==> config.mk <==
export PLATFORM = sky130hd
export DESIGN_NAME = cbn_ram
export DESIGN_NICKNAME = d
export VERILOG_FILES = /design/src/hdl/cbn_ram.sv
export SDC_FILE = /design/constraint.sdc
export NUM_CORES = 2
export LEC_CHECK = 0
export BUFFER_PORTS_ARGS = -buffer_cell sky130_fd_sc_hd__buf_2
export CORE_AREA = 2 2 518 520
export DETAILED_ROUTE_END_ITERATION = 10
export DIE_AREA = 0 0 520 522
export PLACE_DENSITY_LB_ADDON = 0.08
export SYNTH_ARGS = -nofsm -noshare
export SYNTH_HDL_FRONTEND = slang
export SYNTH_SLANG_ARGS = --single-unit
export TNS_END_PERCENT = 5
==> constraint.sdc <==
create_clock -name aclk -period 3.3 [get_ports aclk]
set_clock_uncertainty 0.05 [all_clocks]
set_input_delay 0.165 -clock aclk [delete_from_list [all_inputs] [get_ports aclk]]
set_output_delay 0.165 -clock aclk [all_outputs]
set_load 0.01 [all_outputs]
==> src/hdl/cbn_ram.sv <==
module cbn_ram #(
    parameter int DEPTH = 256,
    parameter int WIDTH = 16
) (
    input  logic                     aclk,
    input  logic                     we,
    input  logic [$clog2(DEPTH)-1:0] waddr,
    input  logic [WIDTH-1:0]         wdata,
    input  logic [$clog2(DEPTH)-1:0] raddr,
    output logic [WIDTH-1:0]         rdata
);

    logic [WIDTH-1:0] mem [DEPTH];

    always_ff @(posedge aclk) begin
        if (we) begin
            mem[waddr] <= wdata;
        end
        rdata <= mem[raddr];
    end

endmodule

==> summary.md <==
| Metric | Value |
|---|---|
| GRT Overall Usage | `0.310` |
| Worst-path fanout max | `1` |
| H-tree depth | `5` |
| Sw power | `~0.023 W` |
| Final hold vios | `0` |
| Setup TNS | `0 ns` |
| Core Box Area | `between 200000 and 300000 um2` |
| Top-count cell post-synth | `edfxtp_1` |
| R2R Path Start | `mem[57][5]` |
| Placement Rows | `190` |
| Critical path launch point | `mem[57][5]` |
| Yosys reg bits | `4112` |
| Clk buf depth | `4` |
| Final min period | `between 3 and 4 ns` |
| R2R cell count | `6` |
| I/O pin count | `50` |
| Layout cells sized above 1 | `0.273` |
| Critical path class | `register to register` |
| 1st-iter DRT viols | `around 12000` |
| Post-synth EDFFs | `approximately 4100` |
| PD cells | `roughly 600 nW/um2` |
| Layout fillers | `approximately 17000` |
| Most frequent cells after synthesis | `edfxtp_1 (4096), mux4_2 (797), mux2i_1 (565), nor2_1 (304), o221ai_1 (252)` |
| Total die area | `271000 um2` |
| Combinational power share | `0.053` |
| Die H | `about 520 um` |
| Mapped Nets | `between 7000 and 8000` |
| Failing checks | `max-capacitance violations` |
| Total number of vias | `slightly above 80000` |
| Main flop type after synthesis | `edfxtp_1` |
| Sw Share | `0.213` |
| Pin count of the biggest net entering global routing | `approximately 130` |
| DRC Markers | `0` |
| DP HPWL | `~260 mm` |
| Final std cell area, no fill | `181000 um2` |
| Netlist cell types | `between 50 and 60` |
| Worst skew pair latency | `slightly below 1 ns` |
| Worst Setup End Kind | `register` |
| Fin util | `0.679` |
| Unrepaired setup endpoints after global routing | `no` |
| Leak Pwr | `a little under 60 nW` |
| Post-route ant nets | `0` |
| Peak Freq | `about 300 MHz` |
| Peak supply drop | `between 0.6 and 0.7 mV` |
| Cell area after placement | `168000 um2` |
| Vias in the first global route | `just under 80000` |
| First-pass GRT wire length | `roughly 590 mm` |
| P&R area growth vs syn | `14.0%` |
| Initial core utilization | `0.596` |
| Yosys top cell by area | `edfxtp_1` |
| Final Cycle Share | `0.991` |
| GRT overflow | `0` |
| DRT Pass-1 Iters | `6` |
| Clock share of power | `0.417` |
| Final Setup Violations | `0` |
| RR Endpoint | `rdata[5]` |
| Initial antenna violation count | `40` |
| Yosys warns | `0` |
| Placer Congestion | `0.921` |
| Width of the die | `around 520 um` |
| Sequential power share | `0.530` |
| Top-area cell type share of the netlist area | `0.775` |
| IO Port Bufs | `49` |
| Synth area leaders | `edfxtp_1 (77%), mux4_2 (11%), mux2i_1 (3.6%)` |
| Root Buffer | `clkbuf_16` |
| FF-to-FF setup slack | `about 0.030 ns` |
| Asr flop ratio synth | `0` |
| Routed length per instance | `around 35 um` |
| TritonCTS Buffers | `around 410` |
| Status | `finished with violations` |
| Critical Path End | `rdata[5]` |
| Clk slew on worst S/H paths | `0.06 ns` |
| Slew margin rel. | `0.00528` |
| WP data arrival | `approximately 4 ns` |
| Routed vias/inst | `~6.7` |
| CTS tree | `built` |
| Tightest Hold Check Type | `input pin to register` |
| Tightest hold margin | `between 0.08 and 0.09 ns` |
| Crit path launch type | `register` |
| Final slew viol count | `0` |
| Total Wirelength | `about 420 mm` |
| Count of cells resized by post-cts repair | `0` |
| P_int | `around 0.086 W` |
| Critical Path RT | `roughly 4.0 ns` |
| Sequential share of the synthesized area | `0.777` |
| Max capacitance violation total | `1` |
| Synthesized cell area | `approximately 160000 um2` |
| Synthesized area per cell | `approximately 22 um2` |
| Slew of the pin with the lowest slew margin | `between 1 and 1.5 ns` |
| Clock sinks | `between 4000 and 5000` |
| Cell count after synthesis | `~7400` |
| Fin nets | `8122` |
[cells by family (layout without fill, tap and decap cells)]
family | after synthesis | count (layout) | synth area share
flops | 4112 | 4112 | 0.777
mux | 1450 | 1450 | 0.155
compound gates | 786 | 786 | 0.0354
simple gates | 556 | 556 | 0.0157
buf+inv | 456 | 1520 | 0.0169
other cells | 0 | 9 | 0
[worst min path at each step]
stage | cells past startpoint | slack (ns) | start | end
3_3_place_gp | 1 | 0.57 | wdata[2] | mem[126][2]
5_1_grt | 4 | 0.10 | waddr[4] | mem[113][7]
6_report | 4 | 0.08 | waddr[4] | mem[113][7]
3_5_place_dp | 1 | 0.57 | rdata[11] | rdata[11]
4_1_cts | 4 | 0.003 | waddr[4] | mem[113][7]
2_1_floorplan | 0 | 0.21 | wdata[0] | mem[0][0]
[critical path, stage by stage (launching register included)]
cell and delay [ns]:
edfxtp_1 0.40, mux4_2 0.51, mux4_2 0.53, a22o_1 0.43
o32ai_1 0.90, buf_4 0.23, nor4_1 0.05
[cell type report]
| type | instances | area [um2] | area share |
|---|---|---|---|
| well taps | 3552 | 4440 | 0.0246 |
| repair buffers | 772 | 7210 | 0.0398 |
| flip-flops and latches | 4112 | 123000 | 0.681 |
| diodes | 9 | 22.5 | 0.000124 |
| inverters | 4 | 27.5 | 0.000152 |
| clock inverters | 260 | 2430 | 0.0134 |
| multi-input cells | 2792 | 32900 | 0.182 |
| clock buffers | 484 | 10600 | 0.0586 |
[power groups by stage]
stage	sequential [W]	clock, W	combinational (W)
2_1_floorplan	0.0587	0	0.00284
3_3_place_gp	0.0588	0	0.00558
3_5_place_dp	0.0588	0	0.00566
4_1_cts	0.0577	0.0459	0.00570
5_1_grt	0.0577	0.0478	0.00596
6_report	0.0577	0.0454	0.00573
[per-stage QoR]
stage	power, W	setup slack (ns)	cells
6_report	0.109	0.0297	12000
3_3_place_gp	0.0644	-0.575	11200
5_1_grt	0.111	0.0748	12000
3_5_place_dp	0.0645	-0.624	11200
2_1_floorplan	0.0616	0.920	7360
4_1_cts	0.109	0.0133	12000
[flip-flops by register name, summed over array words and instances, names as in the netlist]
| register | cells |
|---|---|
| mem | 4096 |
| rdata | 16 |
[per-layer routing]
layer  global-route usage  part of all wire
met3               0.0643              0.10
met1                0.453              0.39
met5              0.00421           0.00065
met2                0.475              0.47
met4                0.102             0.035
[repair_timing]
item                                   4_1_cts  5_1_grt
hold buffers                                24        0
buffers inserted                             0        0
endpoints found under the hold margin     2445        0
[layout by cell type, fill, tap and decap left out, types with 90 or more instances in the layout]
master     instances
o221ai_1         252
edfxtp_1        4096
o22ai_1          148
a21oi_1          175
clkinv_2         102
buf_12           103
clkbuf_16        411
nor3_1            90
buf_4            598
mux2i_1          565
nor2_1           251
mux4_2           797
(Power assumes the default switching activity.)
