**config.mk**
```make
export PLATFORM = sky130hd
export DESIGN_NAME = cbn_divider
export DESIGN_NICKNAME = d
export VERILOG_FILES = /design/src/hdl/cbn_pkg.sv /design/src/hdl/cbn_divider.sv
export SDC_FILE = /design/constraint.sdc
export NUM_CORES = 1
export LEC_CHECK = 0
export BUFFER_PORTS_ARGS = -buffer_cell sky130_fd_sc_hd__buf_2
export CAP_MARGIN = 25
export CORE_MARGIN = 2
export CORE_UTILIZATION = 35
export CTS_CLUSTER_DIAMETER = 50
export DETAILED_ROUTE_END_ITERATION = 8
export PLACE_DENSITY = 0.65
export SYNTH_ARGS = -nofsm -noshare
export SYNTH_HDL_FRONTEND = slang
export SYNTH_SLANG_ARGS = --single-unit
```
**constraint.sdc**
```tcl
create_clock -name aclk -period 8.1 [get_ports aclk]
set_input_delay 0.81 -clock aclk [delete_from_list [all_inputs] [get_ports aclk]]
set_output_delay 0.81 -clock aclk [all_outputs]
set_load 0.02 [all_outputs]
```
**src/hdl/cbn_pkg.sv**
```systemverilog
package cbn_pkg;

    localparam int MAX_CHANNELS = 256;
    localparam int MAX_TIMES    = 64;
    localparam int SAMPLE_BITS  = 16;

    localparam int STORE_DEPTH = MAX_CHANNELS * MAX_TIMES;
    localparam int STORE_AW    = $clog2(STORE_DEPTH);
    localparam int PTR_W       = STORE_AW + 1;
    localparam int CH_W        = $clog2(MAX_CHANNELS);
    localparam int NC_W        = CH_W + 1;
    localparam int NT_W        = $clog2(MAX_TIMES) + 1;
    localparam int SUM_W       = SAMPLE_BITS + $clog2(MAX_TIMES);
    localparam int RATIO_W     = 16;
    localparam int FRAC_BITS   = 8;
    localparam int PROD_W      = SAMPLE_BITS + NT_W;
    localparam int NUM_W       = PROD_W + FRAC_BITS;
    localparam int CFG_IDX_W   = 2;
    localparam int CFG_DATA_W  = 9;

    localparam logic [CFG_IDX_W-1:0] REG_NUM_CHANNELS = 2'd0;
    localparam logic [CFG_IDX_W-1:0] REG_NUM_TIMES    = 2'd1;

    localparam logic FUNC_LOAD = 1'b0;
    localparam logic FUNC_READ = 1'b1;

    localparam logic [RATIO_W-1:0] RATIO_SAT = '1;

    typedef enum logic [1:0] {
        STATUS_LOAD_OK  = 2'd0,
        STATUS_READ_OK  = 2'd1,
        STATUS_READ_SAT = 2'd2,
        STATUS_REJECT   = 2'd3
    } status_t;

    typedef enum logic [1:0] {
        ST_IDLE,
        ST_FETCH,
        ST_DIV,
        ST_OUT
    } state_t;

endpackage

```
**src/hdl/cbn_divider.sv**
```systemverilog
module cbn_divider import cbn_pkg::*; (
    input  logic               aclk,
    input  logic               aresetn,
    input  logic               start,
    input  logic [NUM_W-1:0]   num,
    input  logic [SUM_W-1:0]   den,
    output logic               done,
    output logic [RATIO_W-1:0] quot
);

    // Restoring division, one quotient bit per cycle. The caller guarantees
    // num < den * 2^RATIO_W, so the upper bits of num start below den.
    localparam int REM_W = SUM_W + 1;
    localparam int CNT_W = $clog2(RATIO_W) + 1;

    logic [REM_W-1:0]   rem_reg;
    logic [RATIO_W-1:0] low_reg;
    logic [SUM_W-1:0]   den_reg;
    logic [CNT_W-1:0]   cnt_reg;
    logic               done_reg;
    logic [REM_W-1:0]   shifted;
    logic [REM_W:0]     diff;
    logic               fits;

    assign shifted = {rem_reg[REM_W-2:0], low_reg[RATIO_W-1]};
    assign diff    = {1'b0, shifted} - {2'b0, den_reg};
    assign fits    = !diff[REM_W];

    always_ff @(posedge aclk) begin
        if (!aresetn) begin
            cnt_reg  <= '0;
            done_reg <= 1'b0;
        end else begin
            done_reg <= 1'b0;
            if (start) begin
                cnt_reg <= CNT_W'(RATIO_W);
            end else if (cnt_reg != '0) begin
                cnt_reg <= cnt_reg - 1'b1;
                if (cnt_reg == CNT_W'(1)) begin
                    done_reg <= 1'b1;
                end
            end
        end
    end

    always_ff @(posedge aclk) begin
        if (start) begin
            rem_reg <= REM_W'(num[NUM_W-1:RATIO_W]);
            low_reg <= num[RATIO_W-1:0];
            den_reg <= den;
        end else if (cnt_reg != '0) begin
            rem_reg <= fits ? diff[REM_W-1:0] : shifted;
            low_reg <= {low_reg[RATIO_W-2:0], fits};
        end
    end

    assign done = done_reg;
    assign quot = low_reg;

endmodule

```
==> metrics.md, run 1 <==
| Metric | Value |
|---|---|
| Outcome | `finished clean` |
| Hold_ws | `0.510 ns` |
| I/O Buffers | `72` |
| Cts hold-fix bufs | `0` |
| Power density over cell area | `353 mW/mm2` |
| RSZ-0062 raised after global routing | `no` |
| Via count | `2988` |
| Sink Count | `66` |
| Clk buf depth | `2` |
| Total GRT Usage | `14.8%` |
| Leak | `1.93 nW` |
| Most frequent cell after synthesis | `edfxtp_1` |
| First-pass detailed-route iteration total | `5` |
| Syn_area_per_cell | `10.5 um2` |
| Setup crit start kind | `flip-flop` |
| Synth unique cells | `54` |
| Antenna-violating nets left | `0` |
| # IOs | `73` |
| Largest net degree at the start of global routing | `64` |
| Share of cells above drive strength 1 | `24.9%` |
| Mapped Cells | `363` |
| Post-synthesis sequential area ratio | `48.7%` |
| Worst-margin pin slew | `0.756 ns` |
| Clock Latency Late Sink | `0.35 ns` |
| Hold WC Path Type | `reg -> reg` |
| Die X | `108 um` |
| CP endpoint kind | `flip-flop` |
| Clock Root Buffer | `clkbuf_8` |
| Initial DRC count | `151` |
| Die area | `0.0117 mm2` |
| Slew Viols, Final | `0` |
| Die Height | `108 um` |
| Fin crit share | `41.6%` |
| Clock-pin transition on the worst setup and hold timing paths | `0.07 ns` |
| Antenna diodes | `0` |
| Maximum VDD drop | `0.000161 V` |
| # setup viols final | `0` |
| Number of synthesized register bits | `66` |
| Placer Congestion | `0.860` |
| Setup TNS | `0 ns` |
| Top FF cell, synth | `edfxtp_1` |
| Relative slew slack | `49.5%` |
| Max-Cap Viols | `0` |
| CTS buffer count | `9` |
| Synth warn | `0` |
| Initial antenna violation count | `0` |
| Setup Buffers After CTS | `0` |
| Tmin final | `3.37 ns` |
| Global-route wire length before repair | `13500 um` |
| Via density | `5.14` |
| Starting Density | `35.4%` |
| TritonCTS clock tree | `yes` |
| DPL Wire Length | `5810 um` |
| Async set-reset flop share out of synthesis | `0%` |
| DP Area | `0.00430 mm2` |
| Area of the core | `0.0107 mm2` |
| Rows | `38` |
| Routed len/inst | `14.0 um` |
| Leading area contributor after synthesis | `edfxtp_1` |
| Synthesized area | `0.00381 mm2` |
| Syn nets | `445` |
| Post-CTS Resized | `0` |
| Critical Path Fanout Max | `17` |
| Post-synth EDFFs | `53` |
| P&R area growth vs syn | `18.0%` |
| Worst path required time | `8.20 ns` |
| Critical path class | `reg -> reg` |
| Top cells by count, synth | `edfxtp_1 (53), nand2_1 (37), nor2_1 (35), inv_1 (32), ha_1 (25)` |
| Share of the synthesized area in the top cell type | `41.8%` |
| H-tree Lvls | `3` |
| Worst Path Arrival | `3.47 ns` |
| Top cells by area, synth | `edfxtp_1 (42%), ha_1 (8.2%), dfxtp_1 (6.8%)` |
| Final Hold Vio Count | `0` |
| Finished Cell Area | `0.00449 mm2` |
| Setup Skew | `0.00784 ns` |
| Util after Layout | `41.8%` |
| Drt drc | `0` |
| Vias in the first global route | `2850` |
| DRT Wirelength | `8160 um` |
| Max Fclk | `297 MHz` |
| Total grt overflow | `0` |
| Nets | `518` |
## layout make-up
class | count | area (um2)
Tap cell | 140 | 175
Timing Repair Buffer | 74 | 375
Inverter | 32 | 120
Multi-Input combinational cell | 253 | 1780
Fill cell | 1080 | 6250
Sequential cell | 66 | 1850
Clock inverter | 7 | 68.8
Clock buffer | 9 | 124
## worst max-delay path, cell delays in order, from the launching register on
cell and delay [ns]:
edfxtp_1 0.42, ha_1 0.32, nor2b_1 0.15, o2111a_1 0.24, a2111oi_1 0.43, a2111o_1 0.33, a21oi_2 0.11, o21ai_2 0.16
nand2_1 0.47, mux2_2 0.48
## through the flow
step           worst slack [ns]  instances  power [W]
6_report                   4.73        581    0.00158
5_1_grt                    4.49        581    0.00171
4_1_cts                    4.74        581    0.00159
3_5_place_dp               4.76        565    0.00131
3_3_place_gp               4.84        565    0.00129
2_1_floorplan              5.18        363    0.00115
## final timing paths
check                           depth (start not counted)  slack, ns                        to                     start
worst max-delay path                                    9       4.73         quot[0]$_DFFE_PP_      rem_reg[0]$_DFFE_PP_
worst min-delay path                                    2       0.51  rem_reg[17]$_SDFFE_PP0P_  rem_reg[16]$_SDFFE_PP0P_
worst max register to register                          9       4.73         quot[0]$_DFFE_PP_      rem_reg[0]$_DFFE_PP_
worst min register to register                          2       0.51  rem_reg[17]$_SDFFE_PP0P_  rem_reg[16]$_SDFFE_PP0P_
## where the power goes
part	switching (W)	leakage, nW	total, W	internal, W
clock network	0.000131	0.0970	0.000273	0.000141
registers	0.0000525	0.641	0.000534	0.000481
logic	0.000455	1.19	0.000777	0.000323
total	0.000638	1.93	0.00158	0.000945
## layout by cell type, fill, tap and decap left out, types with 3 or more instances in the layout
cell	synthesis	layout
a2111o_1	3	3
a211o_1	3	3
a21o_1	4	4
a21oi_1	17	17
a311oi_1	8	8
a31oi_1	6	6
and3_1	3	3
buf_2	2	72
clkbuf_8	0	9
dfxtp_1	13	13
edfxtp_1	53	53
ha_1	25	25
inv_1	32	32
mux2_2	16	16
mux2i_1	4	4
nand2_1	37	37
nand2b_1	6	6
nand3_1	7	7
nand4_1	3	3
nor2_1	35	35
nor2b_1	3	3
nor3_1	11	11
o21a_1	3	3
o21ai_0	7	7
o21bai_1	3	3
o311ai_0	3	3
xnor2_1	11	11
xor2_1	5	5
## kinds of logic (layout without fill, tap and decap cells)
family / count (synthesis) / count (layout) / share of synthesized area, %
flops: 66 / 66 / 48.7
fa+ha+maj: 26 / 26 / 8.74
xor+xnor: 16 / 16 / 3.68
buf+inv: 44 / 122 / 4.70
simple gates: 115 / 115 / 13.7
mux: 20 / 20 / 5.79
compound gates: 76 / 76 / 14.7
## per-layer routing
metal / share of wire [%] / global-route usage, %
met1: 45 / 19.0
met2: 48 / 23.8
met3: 5.1 / 4.34
met4: 1.7 / 5.59
met5: 0 / 0
(Power assumes the default switching activity.)
==> run 2: changes to the inputs <==
- PLACE_DENSITY: 0.65 -> 0.67
- clock period: 8.1 -> 2.8 ns (I/O delays scaled with it)
==> metrics.md, run 2 (same netlist as run 1, synthesis figures left out) <==
| Metric | Value |
|---|---|
| Routed len/inst | `14.1 um` |
| Clock-pin transition on the worst setup and hold timing paths | `0.07 ns` |
| Total grt overflow | `0` |
| Relative slew slack | `50.8%` |
| Maximum VDD drop | `0.000445 V` |
| Share of cells above drive strength 1 | `35.1%` |
| Worst Path Arrival | `3.11 ns` |
| Largest net degree at the start of global routing | `63` |
| WL met1 | `3900 um` |
| Global-route wire length before repair | `14500 um` |
| P&R area growth vs syn | `30.4%` |
| Worst hold path depth | `1` |
| Max Fclk | `351 MHz` |
| Final setup margin | `-0.0467 ns` |
| Met2 Routed Length | `4180 um` |
| Pint | `0.00332 W` |
| Fillers | `1026` |
| Pre-CTS WS | `-0.142 ns` |
| FF+latch area | `0.00185 mm2` |
| I/O Buffers | `72` |
| Worst path required time | `3.06 ns` |
| Setup TNS | `-0.0625 ns` |
| Gate power share | `56.5%` |
| H-tree Lvls | `3` |
| Drt drc | `0` |
| Die X | `108 um` |
| Hold WC Path Type | `in -> reg` |
| DP Area | `0.00454 mm2` |
| Met3 Wirelength | `490 um` |
| Tmin final | `2.85 ns` |
| Leak | `2.14 nW` |
| Outcome | `finished with violations` |
| TritonCTS clock tree | `yes` |
| First-pass detailed-route iteration total | `4` |
| Rows | `38` |
| Top Metal Used | `met4` |
| # IOs | `73` |
| DPL Wire Length | `6280 um` |
| Sink Count | `66` |
| Clock Latency Late Sink | `0.35 ns` |
| Initial antenna violation count | `0` |
| Antenna diodes | `0` |
| Multi-input gate area | `0.00192 mm2` |
| Hold_ws | `0.103 ns` |
| Clk buf depth | `2` |
| Leading cell types in the layout, fill and taps excluded | `buf_2 (72), edfxtp_1 (53), nor2_1 (35)` |
| RSZ-0062 raised after global routing | `yes` |
| Total power draw | `0.00541 W` |
| # setup viols final | `2` |
| Slew Viols, Final | `0` |
| Total GRT Usage | `15.8%` |
| Power density over cell area | `1090 mW/mm2` |
| Final Hold Vio Count | `0` |
| Clock Power Share | `14.6%` |
| Area of the core | `0.0107 mm2` |
| Die area | `0.0117 mm2` |
| Flop pwr share | `28.9%` |
| Critical path class | `reg -> reg` |
| Failing checks | `negative setup slack` |
| Setup Skew | `0.00582 ns` |
| Commonest non-fill, non-tap cell in the layout | `buf_2` |
| Antenna-violating nets left | `0` |
| CP endpoint kind | `flip-flop` |
| Via count | `3130` |
| Via density | `5.06` |
| CTS buffer count | `9` |
| Die Height | `108 um` |
| Clock Root Buffer | `clkbuf_8` |
| Initial DRC count | `138` |
| DRT Wirelength | `8710 um` |
| Fin crit share | `102%` |
| Setup crit start kind | `flip-flop` |
| P_sw | `0.00209 W` |
| Worst R2R Path Depth | `10` |
| Finished Cell Area | `0.00496 mm2` |
| Sw frac | `38.6%` |
| Max-Cap Viols | `0` |
| Nets | `555` |
| Vias in the first global route | `3110` |
| Critical Path Fanout Max | `3` |
| Starting Density | `35.4%` |
| Placer Congestion | `0.812` |
| Worst-margin pin slew | `0.738 ns` |
run 2: cell count changes in the layout (fill, tap and decap cells not counted), moves of 3 or more:
cell and delta:
buf_4 +28, buf_6 +7, ha_1 -3, ha_4 +3
nand2_1 -3
run 2: stage by stage:
| step | utilization, % | instances |
|---|---|---|
| after CTS | 45.2 | 617 |
| final | 46.2 | 618 |
| after floorplan | - | 363 |
| after detailed placement | 42.3 | 591 |
| after global placement | 42.3 | 591 |
| after global routing | 46.2 | 618 |
run 2: final timing paths:
check / end / slack [ns] / startpoint
setup reg to reg: rem_reg[21]$_SDFFE_PP0P_ / -0.05 / rem_reg[0]$_DFFE_PP_
setup / recovery: rem_reg[21]$_SDFFE_PP0P_ / -0.05 / rem_reg[0]$_DFFE_PP_
hold / removal: den_reg[18]$_DFFE_PP_ / 0.10 / den[18]
hold reg to reg: rem_reg[16]$_SDFFE_PP0P_ / 0.50 / rem_reg[15]$_SDFFE_PP0P_
run 2: critical path: stages, from the launching register on:
cell,delay (ns)
edfxtp_1,0.39
ha_1,0.29
nor2b_4,0.15
o2111a_2,0.26
a2111oi_4,0.04
a2111o_1,0.43
a2111o_1,0.38
o211ai_1,0.12
a311oi_1,0.14
or3_4,0.34
a311oi_2,0.22
run 2: area by class of cell:
type	instances	area share [%]
multi-input cells	253	38.7
flip-flops and latches	66	37.3
repair buffers	111	14.2
well taps	140	3.53
clock buffers	9	2.49
inverters	32	2.42
clock inverters	7	1.41
run 2: metal layers:
layer	up-vias	global-route usage, %
met5	-	0
met4	0	6.41
met3	12	4.34
met2	95	25.9
met1	1475	19.8
li1	1548	-
run 2: timing repair:
item                       4_1_cts  5_1_grt
hold buffers                     0        0
buffers inserted                10        2
gates cloned                     0        0
pin swaps                       11       10
resized for setup               10       19
setup endpoints to repair       22       23
run 2: power by group through the flow:
stage | sequential [W] | clock (W) | combinational (W)
2_1_floorplan | 0.00161 | 0 | 0.00176
6_report | 0.00156 | 0.000788 | 0.00306
3_3_place_gp | 0.00156 | 0 | 0.00254
3_5_place_dp | 0.00156 | 0 | 0.00262
4_1_cts | 0.00155 | 0.000812 | 0.00287
5_1_grt | 0.00160 | 0.000850 | 0.00334
